$ cat config.mk
export PLATFORM = sky130hd
export DESIGN_NAME = websocket_frame_masker_core_flat
export DESIGN_NICKNAME = d
export VERILOG_FILES = /design/src/hw/rtl/wfm_pkg.sv /design/src/hw/rtl/wfm_if.sv /design/src/hw/rtl/wfm_front.sv /design/src/hw/rtl/wfm_queue.sv /design/src/hw/rtl/wfm_back.sv /design/src/hw/rtl/websocket_frame_masker_core.sv /design/src/flat_wrapper.sv
export SDC_FILE = /design/constraint.sdc
export NUM_CORES = 1
export LEC_CHECK = 0
export BUFFER_PORTS_ARGS = -buffer_cell sky130_fd_sc_hd__buf_4
export CAP_MARGIN = 10
export CORE_MARGIN = 5
export CORE_UTILIZATION = 45
export DETAILED_ROUTE_END_ITERATION = 6
export GPL_TIMING_DRIVEN = 0
export PLACE_DENSITY = 0.73
export SYNTH_ARGS = -nofsm -noshare
export SYNTH_HDL_FRONTEND = slang
export SYNTH_SLANG_ARGS = --single-unit
$ cat constraint.sdc
create_clock -name clk_i -period 4.7 [get_ports clk_i]
set_clock_uncertainty 0.2 [all_clocks]
set_input_delay 0.94 -clock clk_i [delete_from_list [all_inputs] [get_ports clk_i]]
set_output_delay 0.94 -clock clk_i [all_outputs]
set_load 0.03 [all_outputs]
$ cat src/hw/rtl/wfm_pkg.sv
// ----------------------------------------------------------------------------
// wfm_pkg
// shared types, constants and helpers of the websocket frame masker
// ----------------------------------------------------------------------------
package wfm_pkg;

  // default depth of the command queue between front and back
  localparam int unsigned QueueDepth = 4;

  // header bits and the extended-length marker
  localparam logic [7:0] HdrFinBit   = 8'h80;
  localparam logic [7:0] HdrMaskBit  = 8'h80;
  localparam logic [6:0] LenExt16    = 7'd126;
  localparam logic [15:0] LenExtMin  = 16'd126;

  // input item kinds
  localparam logic FuncStart   = 1'b0;
  localparam logic FuncPayload = 1'b1;

  // header step counter: last step of a short and of an extended header
  localparam logic [2:0] StepLastShort = 3'd5;
  localparam logic [2:0] StepLastLong  = 3'd7;
  localparam logic [2:0] MaskBaseShort = 3'd2;
  localparam logic [2:0] MaskBaseLong  = 3'd4;

  typedef enum logic {
    CMD_BYTE,
    CMD_HEADER
  } wfm_cmd_kind_e;

  // one queued command: a ready-made result byte or a header to expand
  typedef struct packed {
    wfm_cmd_kind_e kind;
    logic [7:0]    out_byte;
    logic          last;
    logic          error;
    logic [3:0]    opcode;
    logic [15:0]   frame_length;
    logic [31:0]   mask_key;
  } wfm_cmd_t;

  // mask key byte for a payload position, first byte in bits 31:24
  function automatic logic [7:0] mask_byte(input logic [31:0] key, input logic [1:0] phase);
    logic [7:0] b;
    case (phase)
      2'd0:    b = key[31:24];
      2'd1:    b = key[23:16];
      2'd2:    b = key[15:8];
      default: b = key[7:0];
    endcase
    return b;
  endfunction

endpackage

$ cat src/hw/rtl/wfm_if.sv
// ----------------------------------------------------------------------------
// wfm channel interfaces
// valid/ready channels for input items and frame bytes
// ----------------------------------------------------------------------------
interface wfm_in_if;
  logic        valid;
  logic        ready;
  logic        func;
  logic [3:0]  opcode;
  logic [15:0] frame_length;
  logic [31:0] mask_key;
  logic [7:0]  data_byte;

  modport source (output valid, func, opcode, frame_length, mask_key, data_byte,
                  input ready);
  modport sink   (input valid, func, opcode, frame_length, mask_key, data_byte,
                  output ready);
endinterface

interface wfm_out_if;
  logic       valid;
  logic       ready;
  logic [7:0] out_byte;
  logic       last;
  logic       error;

  modport source (output valid, out_byte, last, error, input ready);
  modport sink   (input valid, out_byte, last, error, output ready);
endinterface

$ cat src/hw/rtl/wfm_front.sv
// ----------------------------------------------------------------------------
// wfm_front
// accepts input items, tracks the open frame and masks payload bytes
// ----------------------------------------------------------------------------
module wfm_front (
  input  logic            clk_i,
  input  logic            rst_ni,
  wfm_in_if.sink          in_i,
  input  logic            q_full_i,
  output logic            push_o,
  output wfm_pkg::wfm_cmd_t cmd_o
);

  logic        open_q, open_d;
  logic [15:0] left_q, left_d;
  logic [31:0] mask_q, mask_d;
  logic [1:0]  phase_q, phase_d;
  logic        accept;

  assign in_i.ready = !q_full_i;
  assign accept     = in_i.valid && !q_full_i;
  assign push_o     = accept;

  always_comb begin
    open_d  = open_q;
    left_d  = left_q;
    mask_d  = mask_q;
    phase_d = phase_q;

    cmd_o.kind         = wfm_pkg::CMD_BYTE;
    cmd_o.out_byte     = 8'h00;
    cmd_o.last         = 1'b0;
    cmd_o.error        = 1'b0;
    cmd_o.opcode       = in_i.opcode;
    cmd_o.frame_length = in_i.frame_length;
    cmd_o.mask_key     = in_i.mask_key;

    if (in_i.func == wfm_pkg::FuncStart) begin
      cmd_o.kind = wfm_pkg::CMD_HEADER;
      if (accept) begin
        mask_d  = in_i.mask_key;
        left_d  = in_i.frame_length;
        phase_d = 2'd0;
        open_d  = (in_i.frame_length != 16'd0);
      end
    end else if (!open_q) begin
      // payload with no open frame
      cmd_o.error = 1'b1;
    end else begin
      cmd_o.out_byte = in_i.data_byte ^ wfm_pkg::mask_byte(mask_q, phase_q);
      cmd_o.last     = (left_q == 16'd1);
      if (accept) begin
        left_d  = left_q - 16'd1;
        phase_d = phase_q + 2'd1;
        open_d  = (left_q != 16'd1);
      end
    end
  end

  always_ff @(posedge clk_i or negedge rst_ni) begin
    if (!rst_ni) begin
      open_q  <= 1'b0;
      left_q  <= 16'd0;
      mask_q  <= 32'd0;
      phase_q <= 2'd0;
    end else begin
      open_q  <= open_d;
      left_q  <= left_d;
      mask_q  <= mask_d;
      phase_q <= phase_d;
    end
  end

endmodule

$ cat src/hw/rtl/wfm_queue.sv
// ----------------------------------------------------------------------------
// wfm_queue
// small command fifo between front and back
// ----------------------------------------------------------------------------
module wfm_queue #(
  parameter int unsigned Depth = wfm_pkg::QueueDepth
) (
  input  logic              clk_i,
  input  logic              rst_ni,
  input  logic              push_i,
  input  wfm_pkg::wfm_cmd_t cmd_i,
  output logic              full_o,
  input  logic              pop_i,
  output wfm_pkg::wfm_cmd_t head_o,
  output logic              empty_o
);

  localparam int unsigned PtrW = (Depth > 1) ? $clog2(Depth) : 1;
  localparam int unsigned CntW = $clog2(Depth + 1);
  localparam logic [PtrW-1:0] LastIdx = PtrW'(Depth - 1);
  localparam logic [CntW-1:0] FullCnt = CntW'(Depth);

  wfm_pkg::wfm_cmd_t mem_q [Depth];
  logic [PtrW-1:0] wptr_q, wptr_d, rptr_q, rptr_d;
  logic [CntW-1:0] cnt_q, cnt_d;
  logic            do_push, do_pop;

  assign full_o  = (cnt_q == FullCnt);
  assign empty_o = (cnt_q == '0);
  assign head_o  = mem_q[rptr_q];
  assign do_push = push_i && !full_o;
  assign do_pop  = pop_i && !empty_o;

  always_comb begin
    wptr_d = wptr_q;
    rptr_d = rptr_q;
    cnt_d  = cnt_q;
    if (do_push) wptr_d = (wptr_q == LastIdx) ? '0 : wptr_q + PtrW'(1);
    if (do_pop)  rptr_d = (rptr_q == LastIdx) ? '0 : rptr_q + PtrW'(1);
    if (do_push && !do_pop)      cnt_d = cnt_q + CntW'(1);
    else if (do_pop && !do_push) cnt_d = cnt_q - CntW'(1);
  end

  always_ff @(posedge clk_i) begin
    if (do_push) begin
      mem_q[wptr_q] <= cmd_i;
    end
  end

  always_ff @(posedge clk_i or negedge rst_ni) begin
    if (!rst_ni) begin
      wptr_q <= '0;
      rptr_q <= '0;
      cnt_q  <= '0;
    end else begin
      wptr_q <= wptr_d;
      rptr_q <= rptr_d;
      cnt_q  <= cnt_d;
    end
  end

endmodule

$ cat src/hw/rtl/wfm_back.sv
// ----------------------------------------------------------------------------
// wfm_back
// expands queued commands into frame bytes behind an output register
// ----------------------------------------------------------------------------
module wfm_back (
  input  logic              clk_i,
  input  logic              rst_ni,
  input  wfm_pkg::wfm_cmd_t head_i,
  input  logic              empty_i,
  output logic              pop_o,
  wfm_out_if.source         out_o
);

  logic [2:0] step_q, step_d;
  logic       out_valid_q;
  logic [7:0] out_byte_q, byte_d;
  logic       out_last_q, last_d;
  logic       out_error_q;
  logic       load;
  logic       is_hdr, is_long;
  logic [2:0] last_step, mask_base, mask_idx;

  assign out_o.valid    = out_valid_q;
  assign out_o.out_byte = out_byte_q;
  assign out_o.last     = out_last_q;
  assign out_o.error    = out_error_q;

  assign load      = !empty_i && (!out_valid_q || out_o.ready);
  assign is_hdr    = (head_i.kind == wfm_pkg::CMD_HEADER);
  assign is_long   = (head_i.frame_length >= wfm_pkg::LenExtMin);
  assign last_step = is_long ? wfm_pkg::StepLastLong : wfm_pkg::StepLastShort;
  assign mask_base = is_long ? wfm_pkg::MaskBaseLong : wfm_pkg::MaskBaseShort;
  assign mask_idx  = step_q - mask_base;

  always_comb begin
    byte_d = head_i.out_byte;
    last_d = head_i.last;
    if (is_hdr) begin
      last_d = 1'b0;
      if (step_q == 3'd0) begin
        byte_d = wfm_pkg::HdrFinBit | {4'd0, head_i.opcode};
      end else if (step_q == 3'd1) begin
        byte_d = wfm_pkg::HdrMaskBit |
                 {1'b0, is_long ? wfm_pkg::LenExt16 : head_i.frame_length[6:0]};
      end else if (is_long && step_q == 3'd2) begin
        byte_d = head_i.frame_length[15:8];
      end else if (is_long && step_q == 3'd3) begin
        byte_d = head_i.frame_length[7:0];
      end else begin
        byte_d = wfm_pkg::mask_byte(head_i.mask_key, mask_idx[1:0]);
        last_d = (step_q == last_step) && (head_i.frame_length == 16'd0);
      end
    end
  end

  always_comb begin
    pop_o  = load && (!is_hdr || step_q == last_step);
    step_d = step_q;
    if (pop_o)     step_d = 3'd0;
    else if (load) step_d = step_q + 3'd1;
  end

  always_ff @(posedge clk_i or negedge rst_ni) begin
    if (!rst_ni) begin
      step_q      <= 3'd0;
      out_valid_q <= 1'b0;
    end else begin
      step_q <= step_d;
      if (load)              out_valid_q <= 1'b1;
      else if (out_o.ready)  out_valid_q <= 1'b0;
    end
  end

  always_ff @(posedge clk_i) begin
    if (load) begin
      out_byte_q  <= byte_d;
      out_last_q  <= last_d;
      out_error_q <= head_i.error && !is_hdr;
    end
  end

endmodule

$ cat src/hw/rtl/websocket_frame_masker_core.sv
// ----------------------------------------------------------------------------
// websocket_frame_masker_core
// client-to-server websocket frame encoder with payload masking
// ----------------------------------------------------------------------------
// usage:
//   in_i  carries start items (func 0: opcode, frame_length, mask_key) and
//         payload items (func 1: data_byte); a transfer is valid && ready
//   out_o carries the frame one byte per transfer, last on the final byte,
//         error on a payload byte that arrived with no open frame
// a start item gives 6 bytes (length below 126) or 8 bytes (extended
// 16-bit length); each payload item gives one masked byte
// the first byte of an item passes through the command queue and then the
// output register before it can transfer on out_o
// throughput: one payload byte per cycle while out_o.ready stays high; a
// header holds the back end while its 6 or 8 bytes go one by one through the
// single output register, and the front keeps taking items until the command queue (Depth) fills
// reset: no frame open, queue and output register empty
// when the receiver stalls the output register holds, the back end stops,
// and the queue fills before in_i.ready drops
// ----------------------------------------------------------------------------
module websocket_frame_masker_core #(
  parameter int unsigned Depth = wfm_pkg::QueueDepth
) (
  input  logic      clk_i,
  input  logic      rst_ni,
  wfm_in_if.sink    in_i,
  wfm_out_if.source out_o
);

  // front to queue
  logic              push;
  logic              q_full;
  wfm_pkg::wfm_cmd_t push_cmd;

  // queue to back
  logic              pop;
  logic              q_empty;
  wfm_pkg::wfm_cmd_t head_cmd;

  // classify items, keep frame state, mask payload bytes
  wfm_front u_front (
    .clk_i    (clk_i),
    .rst_ni   (rst_ni),
    .in_i     (in_i),
    .q_full_i (q_full),
    .push_o   (push),
    .cmd_o    (push_cmd)
  );

  // decouples item intake from header expansion
  wfm_queue #(
    .Depth (Depth)
  ) u_queue (
    .clk_i   (clk_i),
    .rst_ni  (rst_ni),
    .push_i  (push),
    .cmd_i   (push_cmd),
    .full_o  (q_full),
    .pop_i   (pop),
    .head_o  (head_cmd),
    .empty_o (q_empty)
  );

  // header byte sequencer and output register
  wfm_back u_back (
    .clk_i   (clk_i),
    .rst_ni  (rst_ni),
    .head_i  (head_cmd),
    .empty_i (q_empty),
    .pop_o   (pop),
    .out_o   (out_o)
  );

endmodule
$ cat src/flat_wrapper.sv
// flat-port wrapper written by rule: the top's interface ports become plain ports
module websocket_frame_masker_core_flat 
#(
  parameter int unsigned Depth = wfm_pkg::QueueDepth
)
  (clk_i, rst_ni, in_i_valid, in_i_func, in_i_opcode, in_i_frame_length, in_i_mask_key, in_i_data_byte, in_i_ready, out_o_valid, out_o_out_byte, out_o_last, out_o_error, out_o_ready);
  wfm_in_if in_i_i ();
  wfm_out_if out_o_i ();
  input  logic clk_i;
  input  logic rst_ni;
  input wire logic [$bits(in_i_i.valid)-1:0] in_i_valid;
  input wire logic [$bits(in_i_i.func)-1:0] in_i_func;
  input wire logic [$bits(in_i_i.opcode)-1:0] in_i_opcode;
  input wire logic [$bits(in_i_i.frame_length)-1:0] in_i_frame_length;
  input wire logic [$bits(in_i_i.mask_key)-1:0] in_i_mask_key;
  input wire logic [$bits(in_i_i.data_byte)-1:0] in_i_data_byte;
  output wire logic [$bits(in_i_i.ready)-1:0] in_i_ready;
  output wire logic [$bits(out_o_i.valid)-1:0] out_o_valid;
  output wire logic [$bits(out_o_i.out_byte)-1:0] out_o_out_byte;
  output wire logic [$bits(out_o_i.last)-1:0] out_o_last;
  output wire logic [$bits(out_o_i.error)-1:0] out_o_error;
  input wire logic [$bits(out_o_i.ready)-1:0] out_o_ready;
  assign in_i_i.valid = in_i_valid;
  assign in_i_i.func = in_i_func;
  assign in_i_i.opcode = in_i_opcode;
  assign in_i_i.frame_length = in_i_frame_length;
  assign in_i_i.mask_key = in_i_mask_key;
  assign in_i_i.data_byte = in_i_data_byte;
  assign in_i_ready = in_i_i.ready;
  assign out_o_valid = out_o_i.valid;
  assign out_o_out_byte = out_o_i.out_byte;
  assign out_o_last = out_o_i.last;
  assign out_o_error = out_o_i.error;
  assign out_o_i.ready = out_o_ready;
  websocket_frame_masker_core #(.Depth(Depth)) u_core (.clk_i(clk_i), .rst_ni(rst_ni), .in_i(in_i_i), .out_o(out_o_i));
endmodule
After elaboration in Yosys (flattened, before gate mapping)
Memory sizes are Yosys's and may differ from the RTL's.
Index checks and enable logic that the tools add are counted.
{ "totals": {"mem_bits_rw": 252, "output_inout_bits": 12, "n_memories": 1, "word_cells": 113, "regBits": 72} }
{ "memory_table": {"columns": ["name", "depth", "word_bits", "read_ports", "rd_clocked_by_memory_dff", "wr", "line", "rtl"], "rows": [
  ["u_core.u_queue.mem_q", 4, 63, 1, 0, 1, "wfm_queue.sv:23", "wfm_pkg::wfm_cmd_t mem_q [Depth];"]
]} }
{ "classes": {"reduce_logical": 31, "eq_ne": 15, "add_sub_neg": 8, "magnitude_cmp": 1, "n_bitwise": 2, "muxes": 43} }
{ "ops": {"columns": ["operator", "count"], "rows": [
  ["$mux 16", 4],
  ["$mux 8", 7],
  ["$pmux 8 s3", 2],
  ["$eq 16x1->1 const B", 1],
  ["$ge 16x7->1 const B", 1],
  ["$logic_not 16->1", 1],
  ["$mux 2", 8],
  ["$ne 16x1->1 const B", 1],
  ["$reduce_bool 16->1", 1],
  ["$sub 16x1->16 const B", 1],
  ["$mux 1", 15],
  ["$mux 3", 4],
  ["$logic_and 1x1->1", 11],
  ["$mux 10", 1],
  ["$mux 9", 1],
  ["$eq 2x2->1 const B", 4],
  ["$reduce_bool 2->1", 4],
  ["$xor 8x8->8", 1],
  ["$mux 7", 1],
  ["$add 2x1->2 const B", 3],
  ["$add 3x1->3 const B", 2],
  ["$eq 3x2->1 const B", 2],
  ["$logic_not 1->1", 6],
  ["$logic_not 3->1", 2],
  ["other kinds (13)", 16]
]} }

Logic depth before layout (Yosys ltp)
Gate-level depths: netlist of run 1.
An unclocked memory read counts as a cell.
{ "logic_depth": {"word_depth": 11, "ltp_mapped": 15} }

Hierarchy
From an unflattened synthesis of run 1, not the netlist that was laid out.
{ "hier_totals": {"hier_cells": 900, "area_unflattened_um2": 14038.5} }
{ "modules_own_cells": {"columns": ["mod", "cells_per_inst", "instances", "area_per_inst_um2"], "rows": [
  ["wfm_queue", 366, 1, 9536.6],
  ["wfm_front", 384, 1, 3155.5],
  ["wfm_back", 150, 1, 1346.3]
]} }

Worst setup path after synthesis of run 1
No wires, ideal clock.
{ "synth_timing": {"path_type": "register to register", "startpoint": "register u_core.u_queue.rptr_q[0]", "endpoint": "register u_core.u_queue.cnt_q[1]", "setup_ns": 0.125, "path_buffers": 2, "period_less_slack_ns": 3.890, "path_stages_with_launch": 13, "arrival_time_ns": 3.565, "path_slack_ns": 0.810, "path_cell_list": "dfrtp_1 buf_6 mux4_2 or4_1 or3_1 o211ai_2 buf_6 nand3_1 a21o_1 ha_1 inv_1 fa_1 mux2_2"} }
{ "synth_via": {"elab_chain_len": 10, "elab_cells_between_ends": 13} }
{ "synth_rtl": {"columns": ["item", "line", "rtl"], "rows": [
  ["from (decl)", "wfm_queue.sv:24", "logic [PtrW-1:0] wptr_q, wptr_d, rptr_q, rptr_d;"],
  ["from (signal assigned)", "wfm_queue.sv:57", "rptr_q <= rptr_d;"],
  ["$mem_v2 4x63 (*)", null, null],
  ["$ge 16x7->1", "wfm_back.sv:30", "assign is_long = (head_i.frame_length >= wfm_pkg::LenExtMin);"],
  ["$mux 2", "wfm_back.sv:31", "assign last_step = is_long ? wfm_pkg::StepLastLong : wfm_pkg::StepLastShort;"],
  ["$eq 3x3->1", "wfm_back.sv:57", "pop_o = load && (!is_hdr || step_q == last_step);"],
  ["$logic_or 1x1->1 (*)", "wfm_back.sv:57", null],
  ["$logic_and 1x1->1 (*)", "wfm_back.sv:57", null],
  ["$logic_and 1x1->1 (*)", "wfm_queue.sv:32", "assign do_pop = pop_i && !empty_o;"],
  ["$logic_not 1->1 (*)", "wfm_queue.sv:40", "if (do_push && !do_pop) cnt_d = cnt_q + CntW'(1);"],
  ["$logic_and 1x1->1 (*)", "wfm_queue.sv:40", null],
  ["$mux 3 (*)", "wfm_queue.sv:40", null],
  ["net u_core.u_queue.cnt_d[1]", "wfm_queue.sv:25", "logic [CntW-1:0] cnt_q, cnt_d;"],
  ["to (signal assigned)", "wfm_queue.sv:58", "cnt_q <= cnt_d;"],
  ["to (decl)", "wfm_queue.sv:25", null]
]} }
Mark *: on every way through the listed nets, which the timed path passes. The rest lies on a longest branch.
A chain may end at the register's enable or synchronous reset.

Worst setup path after layout of run 1
{ "layout_timing": {"startpoint": "register u_core.u_queue.rptr_q[0]", "endpoint": "register u_core.u_back.out_byte_q[6], in the netlist u_core.u_back.out_o.out_byte[6], data pin"} }
{ "layout_via": {"elab_chain_len": 11, "elab_cells_between_ends": 16} }
{ "layout_rtl": {"columns": ["item", "line", "rtl"], "rows": [
  ["$mem_v2 4x63 (*)", null, null],
  ["$ge 16x7->1", "wfm_back.sv:30", null],
  ["$mux 2", "wfm_back.sv:32", "assign mask_base = is_long ? wfm_pkg::MaskBaseLong : wfm_pkg::MaskBaseShort;"],
  ["$sub 2x2->2", "wfm_back.sv:33", "assign mask_idx = step_q - mask_base;"],
  ["$eq 2x2->1 (tied with other cells)", "wfm_pkg.sv:45", "case (phase)"],
  ["$pmux 8 s3", "wfm_pkg.sv:45", null],
  ["$mux 8", "wfm_back.sv:47", "end else if (is_long && step_q == 3'd3) begin"],
  ["$mux 8", "wfm_back.sv:45", "end else if (is_long && step_q == 3'd2) begin"],
  ["$mux 8", "wfm_back.sv:42", "end else if (step_q == 3'd1) begin"],
  ["$mux 8", "wfm_back.sv:40", "if (step_q == 3'd0) begin"],
  ["$mux 8 (*)", "wfm_back.sv:38", "if (is_hdr) begin"],
  ["net u_core.u_back.byte_d[6]", "wfm_back.sv:16", "logic [7:0] out_byte_q, byte_d;"],
  ["to (signal assigned)", "wfm_back.sv:76", "out_byte_q <= byte_d;"],
  ["to (decl)", "wfm_back.sv:16", null]
]} }
Marks and branches as above.

==> results of run 1 <==
==> final cells by class <==
type,count,area [µm²],share of cell area [%]
flip-flops and latches,324,9420,59.9
inverters,16,60.1,0.382
plain buffers,39,169,1.07
well taps,390,488,3.10
multi-input cells,487,3860,24.5
repair buffers,79,673,4.28
clock buffers,48,935,5.94
clock inverters,12,135,0.859
==> placed cells by master (no fill, tap or decap), drive strengths merged, types with 10 or more instances in the layout <==
master / instances
mux4: 63
o22ai: 17
dfrtp: 62
mux2i: 13
nor2: 33
nand3: 13
clkbuf: 76
clkinv: 10
o21ai: 34
inv: 15
a21oi: 29
edfxtp: 262
nor3: 11
ha: 17
nand2: 158
buf: 90
and3: 11
==> final timing paths <==
| path | end | start |
|---|---|---|
| setup / recovery | u_core.u_back.out_o.out_byte[6] | u_core.u_queue.rptr_q[0] |
| hold reg to reg | u_core.u_front.mask_q[3] | u_core.u_front.mask_q[3] |
| min in group asynchronous | u_core.u_front.left_q[9] | rst_ni |
| setup reg to reg | u_core.u_back.out_o.out_byte[6] | u_core.u_queue.rptr_q[0] |
| max in group asynchronous | u_core.u_front.mask_q[20] | rst_ni |
| hold / removal | u_core.u_front.mask_q[3] | u_core.u_front.mask_q[3] |
==> cell usage after synthesis (2+ instances only) <==
cell and instances:
mux2i_1 13, a21o_1 2, and2_1 2, a211oi_1 3, or3_1 5, nor3b_1 3
buf_6 2, o21ai_0 34, edfxtp_1 262, a21oi_1 29, xnor2_1 9, clkinv_1 2
ha_1 17, o211ai_1 3, dfrtp_1 62, a21boi_0 2, o2111ai_1 2, buf_1 5
nand2_1 158, and3_1 11, buf_2 4, o22ai_1 17, mux2_2 5, a31oi_1 2
or4_1 2, nand3_1 13, clkbuf_1 28, mux4_2 57, inv_1 14, nor2_1 33
mux4_1 6, nor4_1 9, o221ai_1 2, nor3_1 11, or2_2 2, nor2b_1 5
nand4_1 6, a222oi_1 8, xor2_1 2
==> registers in the layout (all words and copies together) (netlist names) <==
| name | cells |
|---|---|
| u_core.u_queue.mem_q | 252 |
| u_core.u_front.mask_q | 32 |
| u_core.u_front.left_q | 16 |
| u_core.u_back.out_o.out_byte | 8 |
| u_core.u_back.step_q | 3 |
| u_core.u_queue.cnt_q | 3 |
| u_core.u_front.phase_q | 2 |
| u_core.u_queue.rptr_q | 2 |
| u_core.u_queue.wptr_q | 2 |
| u_core.u_back.out_o.error | 1 |
| u_core.u_back.out_o.last | 1 |
| u_core.u_back.out_o.valid | 1 |
| u_core.u_front.open_q | 1 |
==> power by group through the flow <==
stage | clock network, mW | registers [mW] | logic [mW]
after global routing | 2.76 | 4.26 | 3.73
after floorplan | 0 | 4.29 | 2.21
after detailed placement | 0 | 4.24 | 3.41
final | 2.60 | 4.20 | 3.44
after global placement | 0 | 4.27 | 3.29
after CTS | 2.63 | 4.20 | 3.44
==> timing repair <==
| item | CTS | global route |
|---|---|---|
| endpoints found under the setup margin | 1 | 4 |
| gates cloned | 0 | 0 |
| resized for setup | 1 | 3 |
==> per-layer routing <==
layer  global-route usage, %  vias to the layer above  share of wire [%]
met5                       0                        -                  0
met4                    5.48                        0                2.7
met3                    4.11                       64                7.9
met2                    30.1                      358                 49
met1                    25.5                     4074                 41
li1                        -                     3574                  -
==> worst max-delay path: stages (launching register included) <==
cell and delay (ns):
dfrtp_1 0.42, buf_6 0.21, mux4_2 0.57, or4_1 0.54
or3_1 0.39, o211ai_2 0.28, buf_6 0.22, clkbuf_1 0.44
a21oi_1 0.09, nor4_1 0.60, o21ai_0 0.26
==> metrics by stage <==
| stage | power [mW] | utilization (%) | cells | TNS, ns |
|---|---|---|---|---|
| floorplan | 6.49 | - | 866 | 0 |
| finish | 10.2 | 53.1 | 1395 | 0 |
| global placement | 7.56 | 49.0 | 1331 | -0.00787 |
| CTS | 10.3 | 53.1 | 1395 | 0 |
| global route | 10.8 | 53.1 | 1395 | 0 |
| detailed placement | 7.66 | 49.5 | 1335 | 0 |
==> logic make-up after synthesis <==
kind of cell,after synthesis
DFF,324
and+or+nand+nor,263
AOI/OAI and AO/OA,114
muxes,81
buffers and inverters,55
adders and majority gates,18
xor gates and xnor gates,11
==> flow_metrics.py, run 1 <==
metrics = {
    "place": {
        "placed_area_um2": 14700,
        "gp_congestion": 0.900,
        "place_hpwl_um": 20400,
        "pre_cts_ws_ns": 0.0404,
        "port_buffers": 75,
    },
    "hold_path": {
        "hp-class": "flop to flop",
        "holdPathStages": 2,
    },
    "cts": {
        "clkLatencyLatePin_ns": 0.50,
        "htree_num_levels": 2,
        "clkSinkCount": 324,
        "numCtsBuffers": 34,
        "root_buffer": "clkbuf_16",
        "cts_tree": "done",
        "holdBufCountCts": 0,
        "clkSlewWorstSetupHoldPaths_ns": 0.06,
        "cts_buffer_depth": 3,
        "post_cts_buffers": 0,
    },
    "die": {
        "start_util_pct": 45.5,
        "die_x_um": 183,
        "fp-row-count": 63,
        "coreArea_um2": 29600,
        "io_pins": 77,
        "die_area_um2": 33500,
        "fp.dieH_um": 183,
    },
    "route": {
        "route.detailed.drc": 0,
        "via_per_inst": 5.78,
        "drt_wl_total_um": 30800,
        "drtIter0Drc": 874,
        "wl_per_cell_um": 22.1,
        "drtAntennaViolNets": 0,
        "via_count": 8070,
        "firstDrtPassIters": 5,
    },
    "global_route": {
        "grt_pass1_vias": 8346,
        "overflow": 0,
        "antenna_found_initial": 0,
        "grt_max_degree": 63,
        "grt_util_all_layers_pct": 18.5,
        "grt_pass1_wl_um": 48000,
    },
    "critical_path": {
        "endpoint_kind": "flop",
        "r2r_cells": 10,
        "cp-start-kind": "flop",
        "rrSetupSlack_ns": 0.16,
        "crit_arrival_ns": 4.53,
        "critPathRequiredTime_ns": 4.69,
        "path_class": "flop to flop",
        "worstPathMaxFanout": 10,
    },
    "sta": {
        "fmax_mhz": 220,
        "grt_setup_unrepaired": "false",
        "period_share_pct": 96.6,
        "timing.hold.ws_ns": 0.272,
        "hold_viol": 0,
        "finalMaxSlewViolations": 0,
        "relSlewSlack_pct": 36.8,
        "worstMarginPinSlew_ns": 0.948,
        "layout_setup_ws_ns": 0.158,
        "min_period_ns": 4.54,
        "setup_viol": 0,
    },
    "yosys": {
        "syn_inst": 866,
        "synth_area_um2": 13500,
        "synth_nets": 949,
        "synth_edf_count": 262,
        "synthFlopType": "edfxtp_1",
        "synthSimpleGateAreaFrac_pct": 8.53,
        "ys_seq_area_share_pct": 69.9,
        "yosys_register_bits": 324,
        "synth_compound_area_share_pct": 5.37,
        "yosys_warnings": 0,
        "synth_fa_ha_area_share_pct": 1.73,
        "ys_types": 53,
        "synth.area.top_cells": "edfxtp_1, dfrtp_1, mux4_2",
        "postSynthAreaPerCell_um2": 15.6,
        "synth_top_family_by_area": "multiplexers",
        "async_flop_share_pct": 19.1,
        "yosys.area.top_type_share_pct": 58.4,
        "yosys.area.top_type": "edfxtp_1",
        "synth_xor_area_share_pct": 0.715,
        "muxShareOfSynthArea_pct": 12.1,
    },
    "power": {
        "power.leakage_nw": 5.67,
        "p_sw_share_pct": 33.2,
        "pwr_density_cell_nw_per_um2": 650,
        "internal-power_mw": 6.84,
        "comb_power_share_pct": 33.6,
        "clkPwrFrac_pct": 25.4,
        "irDropWorstVdd_v": 0.000266,
        "p_seq_share_pct": 41.0,
        "power_switching_mw": 3.40,
    },
    "cells_and_area": {
        "nets": 1064,
        "fin_area_um2": 15700,
        "num_antenna_cells": 0,
        "syn_to_final_growth_pct": 16.8,
        "fillers": 2421,
        "drive_above_1_share_pct": 20.2,
    },
    "outcome": {
        "status": "complete, no violations",
    },
    "job": {
        "cap_violations": 0,
    },
}
(Power assumes the default switching activity.)
==> run 2: changes to the inputs <==
CTS_CLUSTER_SIZE = 24   (was not set)
SYNTH_HIERARCHICAL = 1   (was not set)
==> flow_metrics.py, run 2 <==
metrics = {
    "global_route": {
        "grt_util_all_layers_pct": 18.1,
        "overflow": 0,
        "antenna_found_initial": 0,
        "grt_pass1_wl_um": 49400,
        "grt_max_degree": 63,
        "grt_pass1_vias": 8311,
    },
    "cells_and_area": {
        "nets": 1094,
        "final_common_cell": "edfxtp_1",
        "top_regs": "u_core/u_queue/mem_q (252), u_core/u_front/mask_q (32), u_core/u_front/left_q (16)",
        "fin_area_um2": 16300,
        "num_antenna_cells": 0,
        "syn_to_final_growth_pct": 15.9,
        "fin_util_pct": 53.1,
        "fin_cells": 1430,
        "largest_reg_flops": 252,
        "drive_above_1_share_pct": 27.5,
        "mostFrequentLayoutCells": "edfxtp_1, buf_4, nand2_1",
        "top_register": "u_core/u_queue/mem_q",
    },
    "yosys": {
        "syn_inst": 900,
        "synthSimpleGateAreaFrac_pct": 8.38,
        "synth_compound_area_share_pct": 4.97,
        "async_flop_share_pct": 19.1,
        "ys_seq_area_share_pct": 67.1,
        "synth_top_family_by_area": "multiplexers",
        "synth_nets": 983,
        "synth_common_cells": "edfxtp_1, nand2_1, mux4_2, dfrtp_1, buf_4",
        "yosys.area.top_type_share_pct": 56.0,
        "synth_xor_area_share_pct": 0.686,
        "synth_edf_count": 262,
        "yosys_warnings": 6,
        "yosys.area.top_type": "edfxtp_1",
        "synth_area_um2": 14000,
        "synthFlopType": "edfxtp_1",
        "ys_types": 61,
        "synth_most_common_cell": "edfxtp_1",
        "synth_fa_ha_area_share_pct": 1.66,
        "synth.area.top_cells": "edfxtp_1, dfrtp_1, mux4_2",
        "postSynthAreaPerCell_um2": 15.6,
        "yosys_register_bits": 324,
        "muxShareOfSynthArea_pct": 12.2,
    },
    "critical_path": {
        "cp_slowest_cell": "mux4_2",
        "endpoint_kind": "flop",
        "critPathRequiredTime_ns": 4.94,
        "path_class": "flop to flop",
        "rrSetupSlack_ns": 0.13,
        "worstPathMaxFanout": 10,
        "rr_endpoint": "u_core/u_queue/cnt_q[1]",
        "crit_buf_inv": 4,
        "path_cells": "buf_12 -> mux4_2 -> or4_4 -> or4_1 -> buf_2 -> o221a_4 -> buf_6 -> o21ai_2 -> and2_1 -> o31ai_2 -> ha_1 -> inv_1 -> fa_1 -> mux2_2",
        "max_stage_delay_ns": 0.56,
        "rr_startpoint": "u_core/u_queue/rptr_q[0]",
        "r2r_cells": 14,
        "crit_family": "simple AND/OR/NAND/NOR gates",
        "crit_arrival_ns": 4.81,
        "cp-start-kind": "flop",
    },
    "hold_path": {
        "hp-start": "u_core/u_front/mask_q[31]",
        "hp-class": "flop to flop",
        "hold_end": "u_core/u_front/mask_q[31]",
        "holdPathStages": 2,
    },
    "sta": {
        "relSlewSlack_pct": 16.8,
        "finalMaxSlewViolations": 0,
        "fmax_mhz": 219,
        "period_share_pct": 97.2,
        "min_period_ns": 4.57,
        "setup_viol": 0,
        "hold_viol": 0,
        "worstMarginPinSlew_ns": 1.25,
        "setup_tns_ns": 0,
    },
    "power": {
        "totalPowerFinal_mw": 10.5,
        "power.leakage_nw": 5.89,
        "pwr_density_cell_nw_per_um2": 647,
        "irDropWorstVdd_v": 0.000312,
    },
    "place": {
        "gp_congestion": 0.912,
        "dp_cells": 1371,
        "place_hpwl_um": 21700,
        "port_buffers": 71,
        "placed_area_um2": 15200,
    },
    "die": {
        "fp.dieH_um": 187,
        "fp-row-count": 64,
        "io_pins": 77,
        "die_x_um": 187,
        "coreArea_um2": 30700,
        "start_util_pct": 45.8,
        "die_area_um2": 34800,
    },
    "job": {
        "cap_violations": 0,
    },
    "cts": {
        "numCtsBuffers": 31,
        "cts_buffer_depth": 3,
        "clkLatencyLatePin_ns": 0.57,
        "clkSinkCount": 324,
        "holdBufCountCts": 0,
        "clkSlewWorstSetupHoldPaths_ns": 0.06,
        "htree_num_levels": 1,
        "root_buffer": "clkbuf_16",
        "cts_tree": "done",
    },
    "route": {
        "drt_wl_total_um": 32500,
        "via_per_inst": 5.72,
        "firstDrtPassIters": 5,
        "via_count": 8180,
        "route.detailed.drc": 0,
        "drtIter0Drc": 866,
        "drtAntennaViolNets": 0,
        "wl_per_cell_um": 22.7,
    },
    "outcome": {
        "status": "complete, no violations",
    },
}
## run 2: report_power, final
group	internal, mW	switching, mW	total (mW)
combinational	1.61	2.17	3.78
clock	1.48	1.03	2.51
sequential	3.93	0.300	4.23
## run 2: kinds of logic after synthesis
| family | after synthesis |
|---|---|
| flip-flops | 324 |
| AND/OR/NAND/NOR | 249 |
| buffers and inverters | 118 |
| AO/OA/AOI/OAI | 99 |
| multiplexers | 81 |
| adder cells (fa/ha/maj) | 18 |
| XOR/XNOR | 11 |
## run 2: per-layer routing
layer / global-route usage, % / wire [µm] / up-vias
met5: 0 / 0 / -
met4: 4.54 / 725 / 0
met3: 2.84 / 2240 / 54
met2: 30.2 / 16200 / 315
met1: 25.1 / 13300 / 4178
li1: - / - / 3633
## run 2: metrics by stage
step / hold WS, ns / worst slack [ns]
2_1_floorplan: 0.245 / 0.195
3_3_place_gp: 0.259 / -0.680
6_report: 0.278 / 0.130
5_1_grt: 0.296 / -0.0164
4_1_cts: 0.278 / 0.0576
3_5_place_dp: 0.263 / -0.379
## run 2: worst max-delay path by stage
stage	from	end	slack, ns	depth (start not counted)
2_1_floorplan	u_core/u_queue/rptr_q[0]	u_core/u_queue/cnt_q[1]	0.19	15
3_3_place_gp	in_i_valid	u_core/u_queue/mem_q[3][26]	-0.68	7
3_5_place_dp	u_core/u_queue/rptr_q[0]	u_core/u_queue/cnt_q[1]	-0.38	15
4_1_cts	u_core/u_queue/rptr_q[1]	u_core/u_queue/cnt_q[1]	0.06	15
5_1_grt	u_core/u_queue/rptr_q[0]	u_core/u_queue/cnt_q[1]	-0.02	14
6_report	u_core/u_queue/rptr_q[0]	u_core/u_queue/cnt_q[1]	0.13	14
## run 2: tightest hold or removal path: cells and delay by family (launching register included)
kind	cells	cell delay [ns]
DFF	1	0.34
and+or+nand+nor	2	0.10
## run 2: area by class of cell
type / instances / area [µm²]
fill: 2461 / 14400
sequential: 324 / 9420
multi-input combinational: 458 / 3930
clock buffer: 43 / 851
timing repair buffer: 79 / 686
buffer: 97 / 644
tap: 396 / 495
clock inverter: 13 / 168
inverter: 20 / 75.1
## run 2: timing repair
| item | in CTS | in global routing |
|---|---|---|
| gates resized for setup | 7 | 4 |
| gates cloned | 0 | 0 |
| setup endpoints to repair | 2 | 1 |
| setup buffers | 3 | 1 |
